## config.mk

```make
export PLATFORM = sky130hd
export DESIGN_NAME = srot_front
export DESIGN_NICKNAME = d
export VERILOG_FILES = /design/src/srot_pkg.sv /design/src/srot_front.sv
export SDC_FILE = /design/constraint.sdc
export NUM_CORES = 1
export LEC_CHECK = 0
export BUFFER_PORTS_ARGS = -buffer_cell sky130_fd_sc_hd__clkbuf_2
export CAP_MARGIN = 20
export CORE_MARGIN = 4
export CORE_UTILIZATION = 35
export CTS_CLUSTER_DIAMETER = 40
export DETAILED_ROUTE_END_ITERATION = 12
export PLACE_DENSITY = 0.54
export SETUP_SLACK_MARGIN = 0.15
export SYNTH_ARGS = -nofsm -noshare
export SYNTH_HDL_FRONTEND = slang
export SYNTH_SLANG_ARGS = --single-unit
```

## constraint.sdc

```tcl
create_clock -name clk -period 4.8 [get_ports clk]
set_input_delay 0.96 -clock clk [delete_from_list [all_inputs] [get_ports clk]]
set_output_delay 0.96 -clock clk [all_outputs]
set_load 0.01 [all_outputs]
```

## src/srot_pkg.sv

```systemverilog
package srot_pkg;

    // Default geometry: Q12.4 coordinates, Q16 slope fraction
    localparam int COORD_BITS_DEF      = 16;
    localparam int SLOPE_FRAC_BITS_DEF = 16;

    // Register port geometry
    localparam int CFG_DATA_BITS = 32;
    localparam int CFG_ADDR_BITS = 4;

    // Rectangle width and height after reset (1.0 in Q12.4)
    localparam int RECT_SIZE_RESET = 16;

    // Register map, indexed by paddr[3:2]
    typedef enum logic [1:0] {
        REG_RECT_LEFT   = 2'd0,
        REG_RECT_TOP    = 2'd1,
        REG_RECT_WIDTH  = 2'd2,
        REG_RECT_HEIGHT = 2'd3
    } srot_reg_t;

    // Per-transaction flags carried down the pipeline
    typedef struct packed {
        logic vert;   // dx is zero: use the endpoint y values
        logic miss;   // clamped x span is empty
    } srot_flags_t;

endpackage

```

## src/srot_front.sv

```systemverilog
module srot_front #(
    parameter int COORD_BITS      = srot_pkg::COORD_BITS_DEF,
    parameter int SLOPE_FRAC_BITS = srot_pkg::SLOPE_FRAC_BITS_DEF
) (
    input  logic                                          clk,
    input  logic                                          rst_n,
    input  logic                                          in_valid,
    output logic                                          in_ready,
    input  logic signed [COORD_BITS-1:0]                  start_x,
    input  logic signed [COORD_BITS-1:0]                  start_y,
    input  logic signed [COORD_BITS-1:0]                  end_x,
    input  logic signed [COORD_BITS-1:0]                  end_y,
    input  logic signed [COORD_BITS-1:0]                  rect_left,
    input  logic signed [COORD_BITS:0]                    rect_right,
    output logic                                          out_valid,
    input  logic                                          out_ready,
    output logic [2*COORD_BITS+SLOPE_FRAC_BITS-1:0]       acc,
    output logic [COORD_BITS-1:0]                         denom,
    output logic signed [COORD_BITS:0]                    xlo_off,
    output logic signed [COORD_BITS:0]                    xhi_off,
    output logic signed [COORD_BITS-1:0]                  sy,
    output logic signed [COORD_BITS-1:0]                  ey,
    output srot_pkg::srot_flags_t                         flags
);
    import srot_pkg::*;

    localparam int C = COORD_BITS;
    localparam int F = SLOPE_FRAC_BITS;
    localparam int N = C + F;

    // Stage 0: sort x, take |dx| and |dy|, slope sign
    logic                s0_valid_reg, s0_valid_next, s0_ready, s0_load;
    logic signed [C-1:0] lo_reg, lo_next, hi_reg, hi_next;
    logic signed [C-1:0] s0_sx_reg, s0_sy_reg, s0_ey_reg;
    logic [C-1:0]        adx_reg, adx_next, ady_reg, ady_next;
    logic                neg_reg, neg_next, vert_reg, vert_next;
    logic signed [C:0]   dx, dy;

    // Stage 1: clamp x span, offsets from start_x with slope sign folded in
    logic                s1_valid_reg, s1_valid_next, s1_ready, s1_load;
    logic [C+N-1:0]      acc_reg, acc_next;
    logic [C-1:0]        denom_reg;
    logic signed [C:0]   xlo_off_reg, xlo_off_next, xhi_off_reg, xhi_off_next;
    logic signed [C-1:0] sy_reg, ey_reg;
    srot_flags_t         flags_reg, flags_next;
    logic signed [C-1:0] xlo;
    logic signed [C:0]   xhi, off_lo, off_hi;

    always_comb
    begin
        dx        = (C+1)'(end_x) - (C+1)'(start_x);
        dy        = (C+1)'(end_y) - (C+1)'(start_y);
        adx_next  = dx[C] ? C'(-dx) : C'(dx);
        ady_next  = dy[C] ? C'(-dy) : C'(dy);
        neg_next  = dx[C] ^ dy[C];
        vert_next = (dx == '0);
        lo_next   = (start_x < end_x) ? start_x : end_x;
        hi_next   = (start_x < end_x) ? end_x : start_x;
    end

    always_comb
    begin
        xlo    = (lo_reg > rect_left) ? lo_reg : rect_left;
        xhi    = ((C+1)'(hi_reg) < rect_right) ? (C+1)'(hi_reg) : rect_right;
        off_lo = (C+1)'(xlo) - (C+1)'(s0_sx_reg);
        off_hi = xhi - (C+1)'(s0_sx_reg);
        xlo_off_next    = neg_reg ? -off_lo : off_lo;
        xhi_off_next    = neg_reg ? -off_hi : off_hi;
        acc_next        = {{C{1'b0}}, ady_reg, {F{1'b0}}};
        flags_next.vert = vert_reg;
        flags_next.miss = ((C+1)'(xlo) > xhi);
    end

    // Handshake: each stage takes a new transaction when it is empty or draining
    assign s1_ready      = !s1_valid_reg || out_ready;
    assign s0_ready      = !s0_valid_reg || s1_ready;
    assign s0_load       = in_valid && s0_ready;
    assign s1_load       = s0_valid_reg && s1_ready;
    assign s0_valid_next = s0_ready ? in_valid : s0_valid_reg;
    assign s1_valid_next = s1_ready ? s0_valid_reg : s1_valid_reg;

    always_ff @(posedge clk or negedge rst_n)
    begin
        if (!rst_n)
        begin
            s0_valid_reg <= 1'b0;
            s1_valid_reg <= 1'b0;
        end
        else
        begin
            s0_valid_reg <= s0_valid_next;
            s1_valid_reg <= s1_valid_next;
        end
    end

    // Hold stage 0 payload
    always_ff @(posedge clk)
    begin
        if (s0_load)
        begin
            lo_reg    <= lo_next;
            hi_reg    <= hi_next;
            s0_sx_reg <= start_x;
            s0_sy_reg <= start_y;
            s0_ey_reg <= end_y;
            adx_reg   <= adx_next;
            ady_reg   <= ady_next;
            neg_reg   <= neg_next;
            vert_reg  <= vert_next;
        end
    end

    // Hold stage 1 payload
    always_ff @(posedge clk)
    begin
        if (s1_load)
        begin
            acc_reg     <= acc_next;
            denom_reg   <= adx_reg;
            xlo_off_reg <= xlo_off_next;
            xhi_off_reg <= xhi_off_next;
            sy_reg      <= s0_sy_reg;
            ey_reg      <= s0_ey_reg;
            flags_reg   <= flags_next;
        end
    end

    assign in_ready  = s0_ready;
    assign out_valid = s1_valid_reg;
    assign acc       = acc_reg;
    assign denom     = denom_reg;
    assign xlo_off   = xlo_off_reg;
    assign xhi_off   = xhi_off_reg;
    assign sy        = sy_reg;
    assign ey        = ey_reg;
    assign flags     = flags_reg;

endmodule

```

# [Yosys cells after proc, flatten, opt, wreduce, memory -nomap -nowiden]
# Cells that the tools add are included.
[totals] regBits=216 input_bits=101 out_inout_bits=134 word_cells=47
[op_classes] n_addsub=8 magnitude_cmp=4 mux=8 bitwise_logic=1 n_reduce_logical=7
[ops] cell="two-way mux 16 bit" n=5
[ops] cell="two-way mux 17 bit" n=3
[ops] cell="subtractor 16 x 16 -> 17 bit" n=3
[ops] cell="negator 17 bit" n=2
[ops] cell="negator 16 bit" n=2
[ops] cell="> comparator 16 x 17 -> 1 bit" n=1
[ops] cell="zero test 17 bit" n=1
[ops] cell="< comparator 16 x 17 -> 1 bit" n=1
[ops] cell="subtractor 17 x 16 -> 17 bit" n=1
[ops] cell="> comparator 16 bit" n=1
[ops] cell="< comparator 16 bit" n=1
[ops] cell="logical AND 1 bit" n=2
[ops] cell="zero test 1 bit" n=2
[ops] cell="logical OR 1 bit" n=2
[ops] cell="XOR 1 bit" n=1

# [Logic depth before layout (Yosys ltp)]
[logic_depth] word_depth=5 depth_mapped=24 depth_no_buf=22

# [Worst setup path before layout]
# No wires, ideal clock.
[synth_path] path_kind="in2reg" startpoint="input rect_right[10]" endpoint="register xhi_off_reg[16], in the netlist xhi_off[16], data pin" setup_ps=262 arrival_time_ps=5308 t_required_ps=4538 path_slack_ps=-770 path_stages=20 n_path_buf=1 path_cell_list="inv_1 -> ha_1 -> a21o_1 -> a211o_1 -> a211oi_1 -> o211ai_1 -> a21oi_1 -> clkbuf_1 -> nor2_1 -> a21o_1 -> ha_1 -> nor2b_1 -> o31a_1 -> o31ai_1 -> o21ai_0 -> a221oi_1 -> xnor2_1 -> or4b_1 -> o31ai_1 -> xnor2_1"
[synth_via] elab_chain_cells=5
[synth_lines] item="start, declared" line_no="srot_front.sv:14" text="input logic signed [COORD_BITS:0] rect_right,"
[synth_lines] item="< comparator 16 x 17 -> 1 bit" line_no="srot_front.sv:64" text="xhi = ((C+1)'(hi_reg) < rect_right) ? (C+1)'(hi_reg) : rect_right;"
[synth_lines] item="two-way mux 17 bit (*)" line_no="srot_front.sv:64"
[synth_lines] item="subtractor 17 x 16 -> 17 bit (*)" line_no="srot_front.sv:66" text="off_hi = xhi - (C+1)'(s0_sx_reg);"
[synth_lines] item="negator 17 bit" line_no="srot_front.sv:68" text="xhi_off_next = neg_reg ? -off_hi : off_hi;"
[synth_lines] item="two-way mux 17 bit (*)" line_no="srot_front.sv:68"
[synth_lines] item="via xhi_off_next[16]" line_no="srot_front.sv:43" text="logic signed [C:0] xlo_off_reg, xlo_off_next, xhi_off_reg, xhi_off_next;"
[synth_lines] item="end signal, assigned" line_no="srot_front.sv:121" text="xhi_off_reg <= xhi_off_next;"
[synth_lines] item="end, declared" line_no="srot_front.sv:43"
# Mark *: on every way through the listed nets, which the timed path passes. The rest lies on a longest branch.
# A chain may end at the register's enable or synchronous reset.

# [Worst setup path in the final report]
# Ends and elaborated chain as after synthesis.

==> run summary <==
Die W = 204 microns
Dpl hpwl = 27800 microns
Post-synth top area share = 47.7%
Worst skew pair latency = 0.54 ns
Fmax achieved = 206 MHz
Total gr overflow = 0
First-pass GRT wire length = 54900 microns
Initial antenna violation count = 5
Worst setup SP type = input port
Fin crit share = 101%
Total CTS buffers = 35
Worst VDD drop = 0.233 mV
Slew Limit Fails = 0
Clock Power Share = 31.6%
Post-synth cell types = 70
Largest net degree at the start of global routing = 82
Async set-reset flop share out of synthesis = 0.926%
DR vias/cell = 4.76
Final wirelength = 35500 microns
Crit end category = flip-flop
Req. time, crit path = 5.08 ns
Clock Tree Root = clkbuf_16
Clock tree sinks = 216
P_sw = 2.44 mW
Outcome = finished with violations
Worst Setup Path Type = in2reg
Mapped cell area = 13500 sq um
Seq cells post-synth = 216
Clock Pin Slew Worst Setup and Hold Paths = 0.05 ns
Slowest CP cell = or4b_4
Routed len/inst = 16.5 microns
Tmin final = 4.85 ns
Synthesis Warnings = 0
Seq/Total Area, Yosys = 48.1%
Slew HR = 33.1%
Core Rows = 71
Worst-Margin Slew = 1.00 ns
Via Count = 10200
ANT nets after route = 0
P_leak = 7.80 nW
Top cells by area, synth = edfxtp_1 (48%), ha_1 (11%), xnor2_1 (4.7%)
Number of buffer cells added on primary ports = 202
TritonCTS clock tree = done
RSZ-0062 raised after global routing = yes
Dominant synthesized flop cell = edfxtp_1
Internal = 5.24 mW
Setup WS post-layout = -0.0535 ns
Fin nets = 1826
Worst-path cell chain = clkbuf_16 -> inv_12 -> ha_4 -> a21o_1 -> a211o_1 -> a211oi_2 -> o211ai_1 -> a21oi_2 -> buf_12 -> buf_4 -> nor2_1 -> a21o_1 -> ha_1 -> a41o_1 -> nor4_4 -> o21ai_2 -> a221oi_2 -> xnor2_1 -> or4b_4 -> o31ai_4 -> xnor2_1
Worst-case clock skew = 0.0152 ns
Die ar. = 41700 sq um
Die span in y = 204 microns
Switching fraction of total power = 31.8%
Layout cells sized above 1 = 33.8%
Cell taking the most area after synthesis = edfxtp_1
# DRC = 0
Setup violators final = 1
Longest Clk Path Bufs = 3
CP peak stage delay = 0.58 ns
CORE AREA = 37800 sq um
H-tree levels = 2
# fillers = 3582
Initial DRC count = 499
Max cap viols = 0
Pre-CTS setup slack = -0.766 ns
DRT Pass-1 Iters = 4
Worst EP arrival = 5.13 ns
Combinational Power Share = 35.4%
Vias in the first global route = 10300
I/O pin cnt = 235
Hold Path Class = in2async
Hold_ws = 0.198 ns
Routability cong. = 0.849
Effective utilization at floorplan = 35.6%
Final hold vios = 0
Number of flops mapped to enable cells by yosys = 214
Failing checks = negative setup slack
Area grow syn2layout = 33.9%
Highest net fanout along the worst path = 13
Pwr Density = 426 nW/um^2
Synth Instances = 1232
Sequential share of power = 33.0%
Total Routing Usage GR = 16.7%
Mapped Avg Cell Area = 10.9 sq um
final timing paths:
kind                                 from      endpoint  slack, ns  cells after the start
min reg2reg                  s0_ey_reg[9]         ey[9]       0.41                      0
min                                 rst_n  s0_valid_reg       0.20                      1
max reg2reg                    hi_reg[10]   xhi_off[16]       0.02                     19
max                        rect_right[10]   xhi_off[16]      -0.05                     21
min in group clk             s0_ey_reg[9]         ey[9]       0.41                      0
max in group asynchronous           rst_n     out_valid       4.51                      1
cell families (layout without fill, tap and decap cells):
group	after synthesis	after routing	synth area share [%]
other	1	35	0.0278
DFF	216	216	48.1
and+or+nand+nor	293	293	10.7
adders and majority gates	123	123	11.7
buffers and inverters	180	546	5.93
AOI/OAI and AO/OA	279	279	13.8
muxes	42	42	3.42
xor gates and xnor gates	98	98	6.37
worst max-delay path, delay by kind of cell:
family,cells,cell delay [ns]
fa+ha+maj,2,0.49
buf+inv,4,0.48
simple gates,3,0.97
xor+xnor,2,0.23
compound gates,10,1.96
timing repair:
item                                    in CTS  in global routing
setup buffers                                9                 12
gates cloned                                 0                  0
resized for setup                           42                 65
hold buffers                                 0                  0
pin swaps                                   22                 42
endpoints found under the setup margin       8                 14
per-layer routing:
| metal | track usage, % | vias to the layer above | routed length [microns] |
|---|---|---|---|
| li1 | - | 5194 | - |
| met1 | 22.0 | 4761 | 16000 |
| met2 | 27.5 | 195 | 16800 |
| met3 | 4.40 | 48 | 2050 |
| met4 | 3.92 | 8 | 621 |
| met5 | 0 | - | 39 |
power by group through the flow:
| stage | logic [mW] | clock network [mW] | registers (mW) |
|---|---|---|---|
| 2_1_floorplan | 1.48 | 0 | 2.63 |
| 3_3_place_gp | 2.46 | 0 | 2.57 |
| 3_5_place_dp | 2.48 | 0 | 2.57 |
| 4_1_cts | 2.59 | 2.49 | 2.54 |
| 5_1_grt | 3.00 | 2.58 | 2.56 |
| 6_report | 2.72 | 2.43 | 2.54 |
layout by cell type, fill, tap and decap left out, drive strengths merged, types with 4 or more instances in the layout:
cell and n:
clkbuf 237, edfxtp 214, buf 161, inv 126, ha 119, nand2 83
o21ai 78, nor2 73, xnor2 73, a21oi 51, a21o 38, conb 32
mux2 32, nor2b 26, xor2 25, nor3 23, o21a 20, clkinv 18
nand3 16, nand4 14, o31ai 13, nand2b 10, mux2i 10, a211oi 9
o211ai 8, a31oi 8, or4 7, and2 7, nor4 7, o31a 6
nand3b 6, or2 6, a211o 5, a221o 5, o41ai 4, or4b 4
fa 4
per-stage QoR:
stage / utilization, % / power, mW / cells / cell area [sq um] / TNS [ns]
after detailed placement: 42.8 / 5.06 / 2055 / 16200 / -8.03
after floorplan: - / 4.12 / 1263 / 13900 / -0.998
after CTS: 46.7 / 7.62 / 2128 / 17700 / 0
after global routing: 47.6 / 8.14 / 2141 / 18000 / -0.780
final: 47.6 / 7.68 / 2143 / 18000 / -0.0535
after global placement: 42.8 / 5.02 / 2055 / 16200 / -7.38
final cells by class:
class                      count  area (sq um)  share of cell area (%)
inverter                     123           489                    2.71
clock buffer                  39           891                    4.94
sequential                   216          6480                    35.9
tap                          511           639                    3.55
timing repair buffer         359          2330                    12.9
multi-input combinational    867          6940                    38.5
antenna                        3          7.51                  0.0416
clock inverter                25           262                    1.45
cell usage after synthesis, types with 7 or more instances:
cell      count
nand4_1      14
xor2_1       25
mux2_2       32
o211ai_1      8
nand3_1      16
a21o_1       36
a31oi_1       8
edfxtp_1    214
o21ai_0      77
a21oi_1      51
nor2b_1      26
nor3_1       23
a211oi_1      9
nand2_1      83
o31ai_1      13
ha_1        119
inv_1       123
nor2_1       73
nor4_1        7
buf_4        32
nand2b_1     10
clkbuf_1     22
o21a_1       20
xnor2_1      73
mux2i_1      10
(Power assumes the default switching activity.)
